## config.mk

```make
export PLATFORM = sky130hd
export DESIGN_NAME = thermostat_setpoint_heat_control
export DESIGN_NICKNAME = d
export VERILOG_FILES = /design/src/sv/tsh_pkg.sv /design/src/sv/thermostat_setpoint_heat_control.sv
export SDC_FILE = /design/constraint.sdc
export NUM_CORES = 1
export LEC_CHECK = 0
export BUFFER_PORTS_ARGS = -buffer_cell sky130_fd_sc_hd__buf_2
export CAP_MARGIN = 25
export CORE_ASPECT_RATIO = 2
export CORE_MARGIN = 2
export CORE_UTILIZATION = 39
export CTS_BUF_LIST = sky130_fd_sc_hd__clkbuf_4 sky130_fd_sc_hd__clkbuf_8 sky130_fd_sc_hd__clkbuf_16
export DETAILED_ROUTE_END_ITERATION = 7
export GPL_TIMING_DRIVEN = 0
export PLACE_DENSITY = 0.68
export SYNTH_ARGS = -nofsm -noshare
export SYNTH_HDL_FRONTEND = slang
export SYNTH_SLANG_ARGS = --single-unit
```

## constraint.sdc

```tcl
create_clock -name i_clk -period 9.7 [get_ports i_clk]
set_clock_uncertainty 0.1 [all_clocks]
set_input_delay 0.97 -clock i_clk [delete_from_list [all_inputs] [get_ports i_clk]]
set_output_delay 0.97 -clock i_clk [all_outputs]
set_load 0.05 [all_outputs]
```

## src/sv/tsh_pkg.sv

```systemverilog
// types and constants shared by the thermostat setpoint and heat controller
package tsh_pkg;

    localparam int LED_COUNT    = 10;
    localparam int SPAN         = 125;
    localparam int SETPOINT_MAX = 127;

    // gap = setpoint - temperature covers -2047 .. 2175
    localparam int GAP_W = 13;
    localparam int NUM_W = $clog2(SPAN * LED_COUNT + LED_COUNT * (1 << GAP_W)) + 2;
    localparam int CNT_W = $clog2(LED_COUNT + 1);

    localparam logic [7:0] DUTY_HIGH_RST = 8'd87;
    localparam logic [7:0] DUTY_MID_RST  = 8'd48;
    localparam logic [7:0] DUTY_LOW_RST  = 8'd24;

    typedef enum logic [1:0] {
        CMD_DIGIT,
        CMD_ERASE,
        CMD_MODE,
        CMD_SAMPLE
    } t_cmd;

    typedef enum logic [1:0] {
        CFG_DUTY_HIGH,
        CFG_DUTY_MID,
        CFG_DUTY_LOW
    } t_cfg_idx;

    typedef struct packed {
        t_cmd               cmd;
        logic [3:0]         key_digit;
        logic signed [11:0] temperature;
    } t_in_item;

    typedef struct packed {
        logic       mode;
        logic [6:0] setpoint;
        logic [3:0] led_count;
        logic       pwm_on;
        logic [7:0] pwm_duty;
        logic       outputs_updated;
    } t_out_item;

endpackage

```

## src/sv/thermostat_setpoint_heat_control.sv

```systemverilog
// thermostat controller: keypad setpoint entry and heat mode LED bar and PWM tier
//
//  channel  | direction | handshake                  | payload
//  ---------+-----------+----------------------------+---------------------------
//  input    | in        | i_in_valid / o_in_ready    | i_in_data  (t_in_item)
//  result   | out       | o_out_valid / i_out_ready  | o_out_data (t_out_item)
//  config   | in        | i_cfg_valid / o_cfg_ready  | i_cfg_index, i_cfg_data
//
// one item per cycle sustained while results are taken; each item is held in the input register
// and its result is then registered in the result register as the item advances
// the state update is one combinational pass between those two registers
// synchronous active-low reset clears control state and loads the duty defaults
// a stalled result holds the pipe; the input register still takes an item while empty
// config writes are always accepted
module thermostat_setpoint_heat_control
    import tsh_pkg::*;
(
    input  logic       i_clk,
    input  logic       i_rst_n,
    input  logic       i_in_valid,
    output logic       o_in_ready,
    input  t_in_item   i_in_data,
    output logic       o_out_valid,
    input  logic       i_out_ready,
    output t_out_item  o_out_data,
    input  logic       i_cfg_valid,
    output logic       o_cfg_ready,
    input  logic [1:0] i_cfg_index,
    input  logic [7:0] i_cfg_data
);

    localparam logic signed [NUM_W-1:0] NUM_BASE  = NUM_W'(SPAN * LED_COUNT);
    localparam logic signed [NUM_W-1:0] NUM_SCALE = NUM_W'(LED_COUNT);
    localparam logic signed [GAP_W-1:0] GAP_HALF  = GAP_W'(SPAN / 2);
    localparam logic signed [GAP_W-1:0] GAP_QUART = GAP_W'(SPAN / 4);

    logic               r_in_valid;
    t_in_item           r_in;
    logic               r_out_valid;
    t_out_item          r_out;

    logic [7:0]         r_duty_high;
    logic [7:0]         r_duty_mid;
    logic [7:0]         r_duty_low;

    logic               r_mode;
    logic [6:0]         r_setpoint;
    logic signed [11:0] r_last_temp;
    logic               r_mode_changed;
    logic [3:0]         r_led_count;
    logic               r_pwm_on;
    logic [7:0]         r_pwm_duty;

    logic               n_mode;
    logic [6:0]         n_setpoint;
    logic signed [11:0] n_last_temp;
    logic               n_mode_changed;
    logic [3:0]         n_led_count;
    logic               n_pwm_on;
    logic [7:0]         n_pwm_duty;
    logic               n_updated;

    logic               w_advance;
    logic [10:0]        w_digit_sum;
    logic [14:0]        w_div10_prod;
    logic signed [GAP_W-1:0] w_gap;
    logic signed [NUM_W-1:0] w_gap_ext;
    logic signed [NUM_W-1:0] w_num;
    logic [CNT_W-1:0]   w_leds;

    assign w_advance   = r_in_valid && (!r_out_valid || i_out_ready);
    assign o_in_ready  = !r_in_valid || w_advance;
    assign o_out_valid = r_out_valid;
    assign o_out_data  = r_out;
    assign o_cfg_ready = 1'b1;

    assign w_digit_sum  = {4'b0, r_setpoint} * 11'd10 + {7'b0, r_in.key_digit};
    // divide by ten as multiply by 205 and shift, exact below 1029
    assign w_div10_prod = {8'b0, r_setpoint} * 15'd205;

    assign w_gap     = $signed({{(GAP_W - 7){1'b0}}, r_setpoint})
                     - $signed({{(GAP_W - 12){r_in.temperature[11]}}, r_in.temperature});
    assign w_gap_ext = NUM_W'(w_gap);
    assign w_num     = NUM_BASE - NUM_SCALE * w_gap_ext;

    // floor(num / SPAN) clamped to 0..LED_COUNT as a count of threshold hits
    always_comb begin
        w_leds = '0;
        for (int k = 1; k <= LED_COUNT; k++) begin
            if (w_num >= $signed(NUM_W'(k * SPAN))) begin
                w_leds = w_leds + CNT_W'(1);
            end
        end
    end

    always_comb begin
        n_mode         = r_mode;
        n_setpoint     = r_setpoint;
        n_last_temp    = r_last_temp;
        n_mode_changed = r_mode_changed;
        n_led_count    = r_led_count;
        n_pwm_on       = r_pwm_on;
        n_pwm_duty     = r_pwm_duty;
        n_updated      = 1'b0;
        unique case (r_in.cmd)
            CMD_DIGIT: begin
                if (!r_mode && r_in.key_digit <= 4'd9
                        && w_digit_sum <= 11'(SPAN)
                        && w_digit_sum <= 11'(SETPOINT_MAX)) begin
                    n_setpoint = w_digit_sum[6:0];
                end
            end
            CMD_ERASE: begin
                if (!r_mode) begin
                    n_setpoint = 7'(w_div10_prod[14:11]);
                end
            end
            CMD_MODE: begin
                if (r_mode) begin
                    n_pwm_on    = 1'b0;
                    n_led_count = '0;
                    n_mode      = 1'b0;
                end else begin
                    n_mode = 1'b1;
                end
                n_mode_changed = 1'b1;
            end
            CMD_SAMPLE: begin
                if (r_mode && (r_in.temperature != r_last_temp || r_mode_changed)) begin
                    n_led_count = 4'(w_leds);
                    if (w_gap >= GAP_HALF) begin
                        n_pwm_duty = r_duty_high;
                        n_pwm_on   = 1'b1;
                    end else if (w_gap >= GAP_QUART) begin
                        n_pwm_duty = r_duty_mid;
                        n_pwm_on   = 1'b1;
                    end else if (w_gap <= $signed(GAP_W'(0))) begin
                        n_pwm_duty = '0;
                        n_pwm_on   = 1'b0;
                    end else begin
                        n_pwm_duty = r_duty_low;
                        n_pwm_on   = 1'b1;
                    end
                    n_last_temp    = r_in.temperature;
                    n_mode_changed = 1'b0;
                    n_updated      = 1'b1;
                end
            end
            default: begin
            end
        endcase
    end

    always_ff @(posedge i_clk) begin
        if (!i_rst_n) begin
            r_in_valid     <= 1'b0;
            r_out_valid    <= 1'b0;
            r_duty_high    <= DUTY_HIGH_RST;
            r_duty_mid     <= DUTY_MID_RST;
            r_duty_low     <= DUTY_LOW_RST;
            r_mode         <= 1'b0;
            r_setpoint     <= '0;
            r_last_temp    <= '0;
            r_mode_changed <= 1'b1;
            r_led_count    <= '0;
            r_pwm_on       <= 1'b0;
            r_pwm_duty     <= '0;
        end else begin
            if (i_cfg_valid) begin
                unique case (i_cfg_index)
                    CFG_DUTY_HIGH: r_duty_high <= i_cfg_data;
                    CFG_DUTY_MID:  r_duty_mid  <= i_cfg_data;
                    CFG_DUTY_LOW:  r_duty_low  <= i_cfg_data;
                    default: begin
                    end
                endcase
            end
            if (o_in_ready) begin
                r_in_valid <= i_in_valid;
            end
            if (w_advance) begin
                r_out_valid    <= 1'b1;
                r_mode         <= n_mode;
                r_setpoint     <= n_setpoint;
                r_last_temp    <= n_last_temp;
                r_mode_changed <= n_mode_changed;
                r_led_count    <= n_led_count;
                r_pwm_on       <= n_pwm_on;
                r_pwm_duty     <= n_pwm_duty;
            end else if (i_out_ready) begin
                r_out_valid <= 1'b0;
            end
        end
    end

    // payload registers
    always_ff @(posedge i_clk) begin
        if (o_in_ready && i_in_valid) begin
            r_in <= i_in_data;
        end
        if (w_advance) begin
            r_out.mode            <= n_mode;
            r_out.setpoint        <= n_setpoint;
            r_out.led_count       <= n_led_count;
            r_out.pwm_on          <= n_pwm_on;
            r_out.pwm_duty        <= n_pwm_duty;
            r_out.outputs_updated <= n_updated;
        end
    end

endmodule

```

==> impl_metrics.json, run 1 <==
{
  "core_area_mm2": 0.0214,
  "dp_hpwl_um": 17300,
  "power.internal_uw": 1240,
  "synth_warnings": 0,
  "drt_iter0_drc": 332,
  "p_leak_uw": 0.00456,
  "worstSetupStartpoint": "r_in[0]",
  "antenna_found_initial": 0,
  "multi_input_area_mm2": 0.00629,
  "cp-start-kind": "flip-flop",
  "syn_inst": 954,
  "cp_max_fo": 10,
  "max_freq_mhz": 104,
  "diodes": 0,
  "clock-sinks": 100,
  "grt_pass1_vias": 7546,
  "dpl_cell_area_mm2": 0.00912,
  "post-route-cell-area_mm2": 0.0105,
  "yosys.area.top_type": "dfxtp_1",
  "layout_common_cells": "nand2_1, inv_1, ha_1",
  "crit_required_ps": 9710,
  "hold_path.class": "reg -> reg",
  "synth_top_area_share_pct": 14.3,
  "seq_area_frac_synth_pct": 28.6,
  "cts_buffer_depth": 2,
  "cts_tree": "done",
  "numCtsBuffers": 9,
  "chipHeight_um": 212,
  "dr.pass1.iters": 4,
  "async_flop_share_pct": 0,
  "p_switching_uw": 935,
  "fill_cells": 1977,
  "r2r_setup_slack_ps": 60,
  "grt_pass1_wl_um": 36200,
  "final_common_cell": "nand2_1",
  "detail-route-antenna-nets": 0,
  "cp_slowest_stage_delay_ps": 440,
  "clockPowerShare_pct": 16.5,
  "cts-root-buf": "clkbuf_16",
  "min_from": "r_pwm_duty[7]",
  "nNetsFinal": 1209,
  "reg2reg_to": "o_out_data[13]",
  "reg2reg_depth": 47,
  "grt.total_usage_pct": 20.2,
  "cpMostUsedCell": "ha_1",
  "finalHoldViolations": 0,
  "die_x_um": 108,
  "endpoint_kind": "flip-flop",
  "layout-area-overhead-vs-synth_pct": 25.5,
  "worstSetupPathType": "reg -> reg",
  "syn_area_per_cell_um2": 8.81,
  "insertion_delay_ps": 360,
  "critPathArrivalTime_ps": 9650,
  "drv_slew": 0,
  "hold_buffers": 0,
  "wl_per_cell_um": 16.9,
  "crit_path_end": "o_out_data[13]",
  "num_rows": 76,
  "viasPerCell": 5.51,
  "tightest_slew_ps": 918,
  "outcome": "finished clean",
  "powerDensity_mw_per_mm2": 206,
  "finalSetupViolCount": 0,
  "io_pins": 58,
  "rsz0062_at_grt": "true",
  "grt_max_degree": 32,
  "whs_path_depth": 2,
  "combPwrFrac_pct": 62.1,
  "h-tree-depth": 3,
  "post-route-period-util_pct": 99.4,
  "layout-drive-gt1-share_pct": 26.0,
  "slowest_stage": "fa_2",
  "seq_power_share_pct": 21.4,
  "crit_cells": 47,
  "maxCapViolations": 0,
  "route.detailed.drc": 0,
  "slew_headroom_pct": 38.0,
  "ir_drop_mv": 0.103,
  "synth-edff-count": 40,
  "routed_wl_um": 22900,
  "r2r_start": "r_in[0]",
  "switching_share_pct": 42.9,
  "grt_overflow": 0,
  "synth-seq-cells": 100,
  "period_needed_ps": 9640,
  "gp_congestion": 0.921,
  "initial_utilization_pct": 39.3,
  "synthTopCellsByArea": "dfxtp_1, edfxtp_1, ha_1",
  "p_total_uw": 2180,
  "vias": 7471,
  "place.port_buffers": 55,
  "syn_nets": 1084,
  "synthFlopType": "dfxtp_1",
  "cp_num_buf_inv": 6,
  "dieArea_mm2": 0.0228,
  "yosys.cell_types.count": 82,
  "clk_pin_slew_worst_paths_ps": 80,
  "critical-path-top-delay-family": "adder cells",
  "synth_area_mm2": 0.00841,
  "seqCellArea_mm2": 0.00241
}
## synthesized netlist by cell type (4+ instances only)
library cell and n:
nor3b_1 4, fa_1 12, nand4_1 10, xor2_1 18
o2111ai_1 5, nand2b_1 10, nor3_1 20, o21ai_0 26
o22a_1 5, a21o_1 15, nor2b_1 22, a22oi_1 4
edfxtp_1 40, a21oi_1 45, mux2_2 19, or3_1 5
o211a_1 5, nand2_1 132, nand3_1 18, o211ai_1 6
dfxtp_1 60, ha_1 85, a211oi_1 10, and2_1 12
nand3b_1 5, inv_1 70, o21a_1 11, a31oi_1 12
xnor2_1 38, a21boi_0 31, nor4_1 6, nor2_1 52
clkbuf_1 33, and3_1 5, mux2i_1 31
## area by class of cell
type,count,area share [%]
Clock inverter,7,0.688
Tap cell,273,3.24
Multi-Input combinational cell,745,59.7
Clock buffer,9,2.13
Timing Repair Buffer,117,7.06
Sequential cell,100,22.9
Buffer,36,1.79
Inverter,70,2.56
## power groups by stage
stage	clock network, µW	registers, µW	logic [µW]
floorplan	0	489	772
global placement	0	477	979
detailed placement	0	477	998
CTS	365	466	1240
global route	381	467	1470
finish	360	466	1350
## through the flow
| stage | setup WS, ps | utilization [%] | std cells | TNS (ps) | hold WS, ps |
|---|---|---|---|---|---|
| global route | -384 | 49.3 | 1357 | -1460 | 394 |
| global placement | -1980 | 42.6 | 1282 | -11080 | 344 |
| CTS | -17.5 | 47.8 | 1347 | -17.5 | 369 |
| detailed placement | -2130 | 42.6 | 1284 | -11930 | 351 |
| finish | 60.3 | 49.3 | 1357 | 0 | 367 |
| floorplan | 10.3 | - | 954 | 0 | 335 |
## worst reg2reg max path, delay by kind of cell (launching register included)
family | cells | cell delay, ps
fa+ha+maj | 11 | 3390
mux | 3 | 620
buf+inv | 6 | 640
xor+xnor | 2 | 300
flops | 1 | 410
compound gates | 12 | 1710
simple gates | 13 | 2220
## cells by family (layout without fill, tap and decap cells)
logic type,after synthesis,in the layout,share of synthesized area [%]
buffers and inverters,109,239,5.21
XOR/XNOR,62,62,7.22
multiplexers,51,51,6.40
AND/OR/NAND/NOR,314,314,17.9
other,1,1,0.0446
flip-flops,100,100,28.6
adder cells (fa/ha/maj),97,97,15.5
AO/OA/AOI/OAI,220,220,19.1
## worst min-delay path by stage
| stage | to | slack [ps] |
|---|---|---|
| final | r_pwm_duty[7] | 370 |
| after global routing | r_pwm_duty[5] | 390 |
| after CTS | r_pwm_duty[7] | 370 |
| after detailed placement | r_duty_high[4] | 350 |
| after global placement | r_duty_high[6] | 340 |
| after floorplan | r_duty_high[4] | 330 |
## metal layers
metal / wire, µm / global-route usage (%) / vias to the layer above / share of wire, %
met5: 0 / 0 / - / 0
met4: 1550 / 14.7 / 0 / 6.8
met3: 561 / 2.25 / 83 / 2.4
met2: 12800 / 39.1 / 185 / 56
met1: 7950 / 18.8 / 3560 / 35
li1: - / - / 3643 / -
## sequential cells by signal, summed over array words and instances, names as in the netlist
register        cells
o_out_data         22
o_out_valid         1
r_duty_high         8
r_duty_low          8
r_duty_mid          8
r_in               18
r_in_valid          1
r_last_temp        12
r_led_count         4
r_mode              1
r_mode_changed      1
r_pwm_duty          8
r_pwm_on            1
r_setpoint          7
## timing repair
action | in CTS | in global routing
endpoints found under the hold margin | 0 | 0
pin swaps | 57 | 42
gates resized for setup | 92 | 42
buffers inserted | 50 | 9
setup endpoints to repair | 6 | 6
(Power assumes the default switching activity.)
==> run 2: changes to the inputs <==
REMOVE_ABC_BUFFERS = 1   (was default)
==> run 2 against run 1 <==
  * The run now ends with negative setup slack left
  * Core utilization fell by 1.6 points
  * Clock power fell by 3%
  * Sequential power rose by 0.9%
  * Highest routed layer unchanged
==> impl_metrics.json, run 2 (synthesized netlist as in run 1, its figures left out) <==
{
  "outcome": "finished, violations left",
  "violations": "negative setup slack",
  "layout-drive-gt1-share_pct": 24.1,
  "worstSetupPathType": "reg -> reg",
  "reg2reg_to": "o_out_data[13]",
  "crit_required_ps": 9700,
  "cp-start-kind": "flip-flop",
  "layout_setup_ws_ps": -145,
  "die_x_um": 108,
  "nNetsFinal": 1171,
  "powerDensity_mw_per_mm2": 202,
  "hold_path.class": "reg -> reg",
  "initial_utilization_pct": 39.3,
  "holdPathEnd": "r_duty_high[5]",
  "grt_pass1_vias": 7459,
  "detail-route-antenna-nets": 0,
  "ir_drop_mv": 0.110,
  "core_area_mm2": 0.0214,
  "wl_per_cell_um": 16.5,
  "cp_slowest_stage_delay_ps": 450,
  "post-route-period-util_pct": 101,
  "cpMostUsedCell": "ha_1",
  "antenna_found_initial": 0,
  "period_needed_ps": 9840,
  "cp_max_fo": 8,
  "fin_cells": 1319,
  "clock-sinks": 100,
  "endpoint_kind": "flip-flop",
  "place.port_buffers": 56,
  "rsz0062_at_grt": "true",
  "reg2reg_depth": 45,
  "min_from": "r_duty_high[5]",
  "critPathArrivalTime_ps": 9840,
  "wl_met3_um": 613,
  "final_common_cell": "nand2_1",
  "post-place-ws_ps": -2640,
  "hold_buffers": 0,
  "seqCellArea_mm2": 0.00241,
  "whs_path_depth": 2,
  "cts-root-buf": "clkbuf_16",
  "numCtsBuffers": 9,
  "grt_max_degree": 61,
  "wl_met1_um": 7620,
  "io_pins": 58,
  "viasPerCell": 5.56,
  "r2r_start": "r_in[0]",
  "num_rows": 76,
  "diodes": 0,
  "met2WireLength_um": 12300,
  "drt_iter0_drc": 331,
  "largest_reg_flops": 22,
  "post-route-cell-area_mm2": 0.0102,
  "vias": 7329,
  "finalHoldViolations": 0,
  "dp.cells": 1248,
  "layout-area-overhead-vs-synth_pct": 21.5,
  "h-tree-depth": 3,
  "layout_common_cells": "nand2_1, ha_1, inv_1",
  "whs_ps": 367,
  "insertion_delay_ps": 350,
  "max_freq_mhz": 102,
  "grt_overflow": 0,
  "finalSetupViolCount": 4,
  "fill_cells": 1996,
  "maxCapViolations": 0,
  "drv_slew": 0,
  "gp_congestion": 0.888,
  "clk_pin_slew_worst_paths_ps": 70,
  "routed_wl_um": 21700,
  "tightest_slew_ps": 981,
  "p_leak_uw": 0.00443,
  "p_total_uw": 2060,
  "slew_headroom_pct": 34.6,
  "grt_pass1_wl_um": 35300,
  "dr.pass1.iters": 5,
  "grt.total_usage_pct": 19.2,
  "route.detailed.drc": 0,
  "top_layer_used": "met4",
  "slowest_stage": "edfxtp_1",
  "dpl_cell_area_mm2": 0.00891,
  "multi_input_area_mm2": 0.00616,
  "chipHeight_um": 212,
  "r2r_setup_slack_ps": -140,
  "dp_hpwl_um": 15700,
  "dieArea_mm2": 0.0228,
  "cts_tree": "done",
  "cts_buffer_depth": 2
}
run 2: cell types whose count changed in the layout (fill, tap and decap cells not counted), moves of 3 or more:
| cell | change |
|---|---|
| buf_4 | -7 |
| buf_6 | -3 |
| clkbuf_1 | -26 |
| clkinv_4 | +3 |
| nand3_2 | -3 |
| nor2_1 | +4 |
| nor2_2 | -3 |
run 2: repair_timing:
action	4_1_cts	5_1_grt
setup endpoints to repair	6	6
gates resized for setup	88	29
pin swaps	49	46
setup buffers	43	11
cloned	1	0
run 2: area by class of cell:
class | count | area share (%)
multi-input cells | 746 | 60.3
flip-flops and latches | 100 | 23.6
repair buffers | 114 | 7.19
well taps | 273 | 3.35
inverters | 70 | 2.61
clock buffers | 10 | 2.34
clock inverters | 6 | 0.551
run 2: how the worst max path moves through the flow:
stage | from | to | slack (ps)
6_report | r_in[0] | o_out_data[13] | -140
5_1_grt | r_in[0] | r_led_count[2] | -450
4_1_cts | r_in[1] | o_out_data[13] | -110
3_5_place_dp | r_setpoint[0] | r_led_count[2] | -2640
3_3_place_gp | r_setpoint[0] | r_led_count[2] | -2590
2_1_floorplan | r_setpoint[0] | r_led_count[2] | -660
run 2: per-stage QoR:
stage / util [%] / TNS [ps]
after floorplan: - / -3360
after global placement: 41.4 / -14860
after detailed placement: 41.6 / -15260
after CTS: 46.6 / -179
after global routing: 47.7 / -2090
final: 47.7 / -378
run 2: report_power, final:
part / internal [µW] / leakage (µW) / switching (µW)
Clock: 186 / 0.000143 / 165
Combinational: 534 / 0.00341 / 703
Sequential: 454 / 0.000874 / 15.8
run 2: critical path, delay by kind of cell (launching register included):
family	cells	cell delay, ps
fa+ha+maj	10	2980
simple gates	14	2420
compound gates	13	2370
mux	3	680
flops	1	450
buf+inv	3	320
xor+xnor	2	270
run 2: per-layer routing:
layer  up-vias  GRT usage (%)
met5         -              0
met4         0           9.81
met3        73           1.79
met2       192           38.4
met1      3487           18.9
li1       3577              -
==> run 3: changes to the inputs <==
CORE_UTILIZATION = 40   (was 39)
PLACE_DENSITY = 0.69   (was 0.68)
==> run 3 against run 2 <==
  * The run still ends with negative setup slack left
  * Combinational power increased by 3%
  * Fmax increased by 1.4%
  * Clock power barely moved
  * Clock-buffer cell count grew 1
  * Critical endpoint unchanged
  * Flip-flop and latch count stayed put
  * Setup slack better by 130 ps
  * Critical path depth is the same
  * Critical path type unchanged
  * First-iteration DRC count decreased by 34%
==> impl_metrics.json, run 3 (synthesized netlist as in run 1, its figures left out) <==
{
  "outcome": "finished, violations left",
  "violations": "negative setup slack",
  "drt_iter0_drc": 218,
  "h-tree-depth": 3,
  "clock-sinks": 100,
  "worstSetupStartpoint": "r_in[0]",
  "grt_max_degree": 61,
  "worstSetupPathType": "reg -> reg",
  "crit_path_end": "o_out_data[13]",
  "ir_drop_mv": 0.150,
  "grt_pass1_vias": 7646,
  "core_area_mm2": 0.0208,
  "endpoint_kind": "flip-flop",
  "dieArea_mm2": 0.0223,
  "reg2reg_depth": 45,
  "finalSetupTns_ps": -11.1,
  "fin_cells": 1321,
  "drv_slew": 0,
  "crit_required_ps": 9700,
  "p_leak_uw": 0.00445,
  "powerDensity_mw_per_mm2": 205,
  "hold_buffers": 0,
  "final_common_cell": "nand2_1",
  "grt_overflow": 0,
  "max_freq_mhz": 103,
  "io_pins": 58,
  "num_rows": 75,
  "antenna_found_initial": 0,
  "finalHoldViolations": 0,
  "insertion_delay_ps": 340,
  "post-route-period-util_pct": 100,
  "cts_tree": "done",
  "largest_reg_flops": 22,
  "slowest_stage": "fa_2",
  "routed_wl_um": 21700,
  "grt_pass1_wl_um": 35800,
  "maxCapViolations": 0,
  "tightest_slew_ps": 963,
  "wl_per_cell_um": 16.4,
  "cts_buffer_depth": 2,
  "grt.total_usage_pct": 19.8,
  "layout-drive-gt1-share_pct": 24.4,
  "die_x_um": 107,
  "dp.cells": 1244,
  "finalSetupViolCount": 1,
  "diodes": 0,
  "dp_hpwl_um": 15600,
  "vias": 7366,
  "cts-root-buf": "clkbuf_16",
  "initial_utilization_pct": 40.3,
  "r2r_setup_slack_ps": -10,
  "period_needed_ps": 9710,
  "gp_congestion": 0.883,
  "chipHeight_um": 209,
  "post-place-ws_ps": -2680,
  "cp_slowest_stage_delay_ps": 430,
  "rsz0062_at_grt": "true",
  "clk_pin_slew_worst_paths_ps": 70,
  "slew_headroom_pct": 35.8,
  "cp-start-kind": "flip-flop",
  "hold_path.class": "reg -> reg",
  "nNetsFinal": 1177,
  "critPathArrivalTime_ps": 9710,
  "layout_common_cells": "nand2_1, ha_1, inv_1",
  "detail-route-antenna-nets": 0,
  "viasPerCell": 5.58,
  "place.port_buffers": 56,
  "numCtsBuffers": 9,
  "p_total_uw": 2100,
  "reg2reg_to": "o_out_data[13]",
  "r2r_start": "r_in[0]",
  "layout-area-overhead-vs-synth_pct": 21.5,
  "cp_max_fo": 8,
  "dr.pass1.iters": 5,
  "layout_setup_ws_ps": -11.1,
  "fin_util_pct": 49.0,
  "route.detailed.drc": 0,
  "cpMostUsedCell": "ha_1"
}
run 3: metrics by stage:
| step | instance area (µm²) | hold slack (ps) |
|---|---|---|
| 6_report | 10200 | 366 |
| 5_1_grt | 10200 | 389 |
| 4_1_cts | 10000 | 369 |
| 3_5_place_dp | 8900 | 354 |
| 3_3_place_gp | 8850 | 345 |
| 2_1_floorplan | 8230 | 333 |
run 3: what timing repair did:
action,in CTS,in global routing
cloned,1,0
resized for setup,87,26
buffers inserted,53,9
setup endpoints to repair,6,6
pin swaps,47,40
run 3: critical path: cells and delay by family, from the launching register on:
family | cells | cell delay, ps
buffers and inverters | 3 | 380
XOR/XNOR | 2 | 330
adder cells (fa/ha/maj) | 10 | 2970
AO/OA/AOI/OAI | 14 | 2360
AND/OR/NAND/NOR | 13 | 2380
multiplexers | 3 | 520
flip-flops | 1 | 420
run 3: layer usage:
metal	GRT usage (%)	vias up	wire length, µm
li1	-	3586	-
met4	11.9	0	1320
met1	19.3	3532	7680
met3	1.78	81	458
met5	0	-	0
met2	38.8	167	12200
run 3: worst min-delay path by stage:
stage	slack, ps	from	depth (start not counted)	to
floorplan	330	r_duty_high[4]	2	r_duty_high[4]
global placement	340	r_duty_high[2]	2	r_duty_high[2]
detailed placement	350	r_duty_high[4]	2	r_duty_high[4]
CTS	370	r_duty_high[4]	2	r_duty_high[4]
global route	390	r_duty_high[2]	2	r_duty_high[2]
finish	370	r_duty_high[0]	2	r_duty_high[0]
run 3: layout make-up:
| type | instances | area, µm² |
|---|---|---|
| clock buffer | 11 | 240 |
| clock inverter | 5 | 53.8 |
| fill | 1980 | 10600 |
| inverter | 70 | 267 |
| multi-input combinational | 746 | 6130 |
| sequential | 100 | 2410 |
| tap | 269 | 337 |
| timing repair buffer | 120 | 778 |
run 3: where the power goes:
part           total, µW  switching [µW]  internal (µW)
clock                351             146            204
combinational       1280             711            566
sequential           471            16.4            455
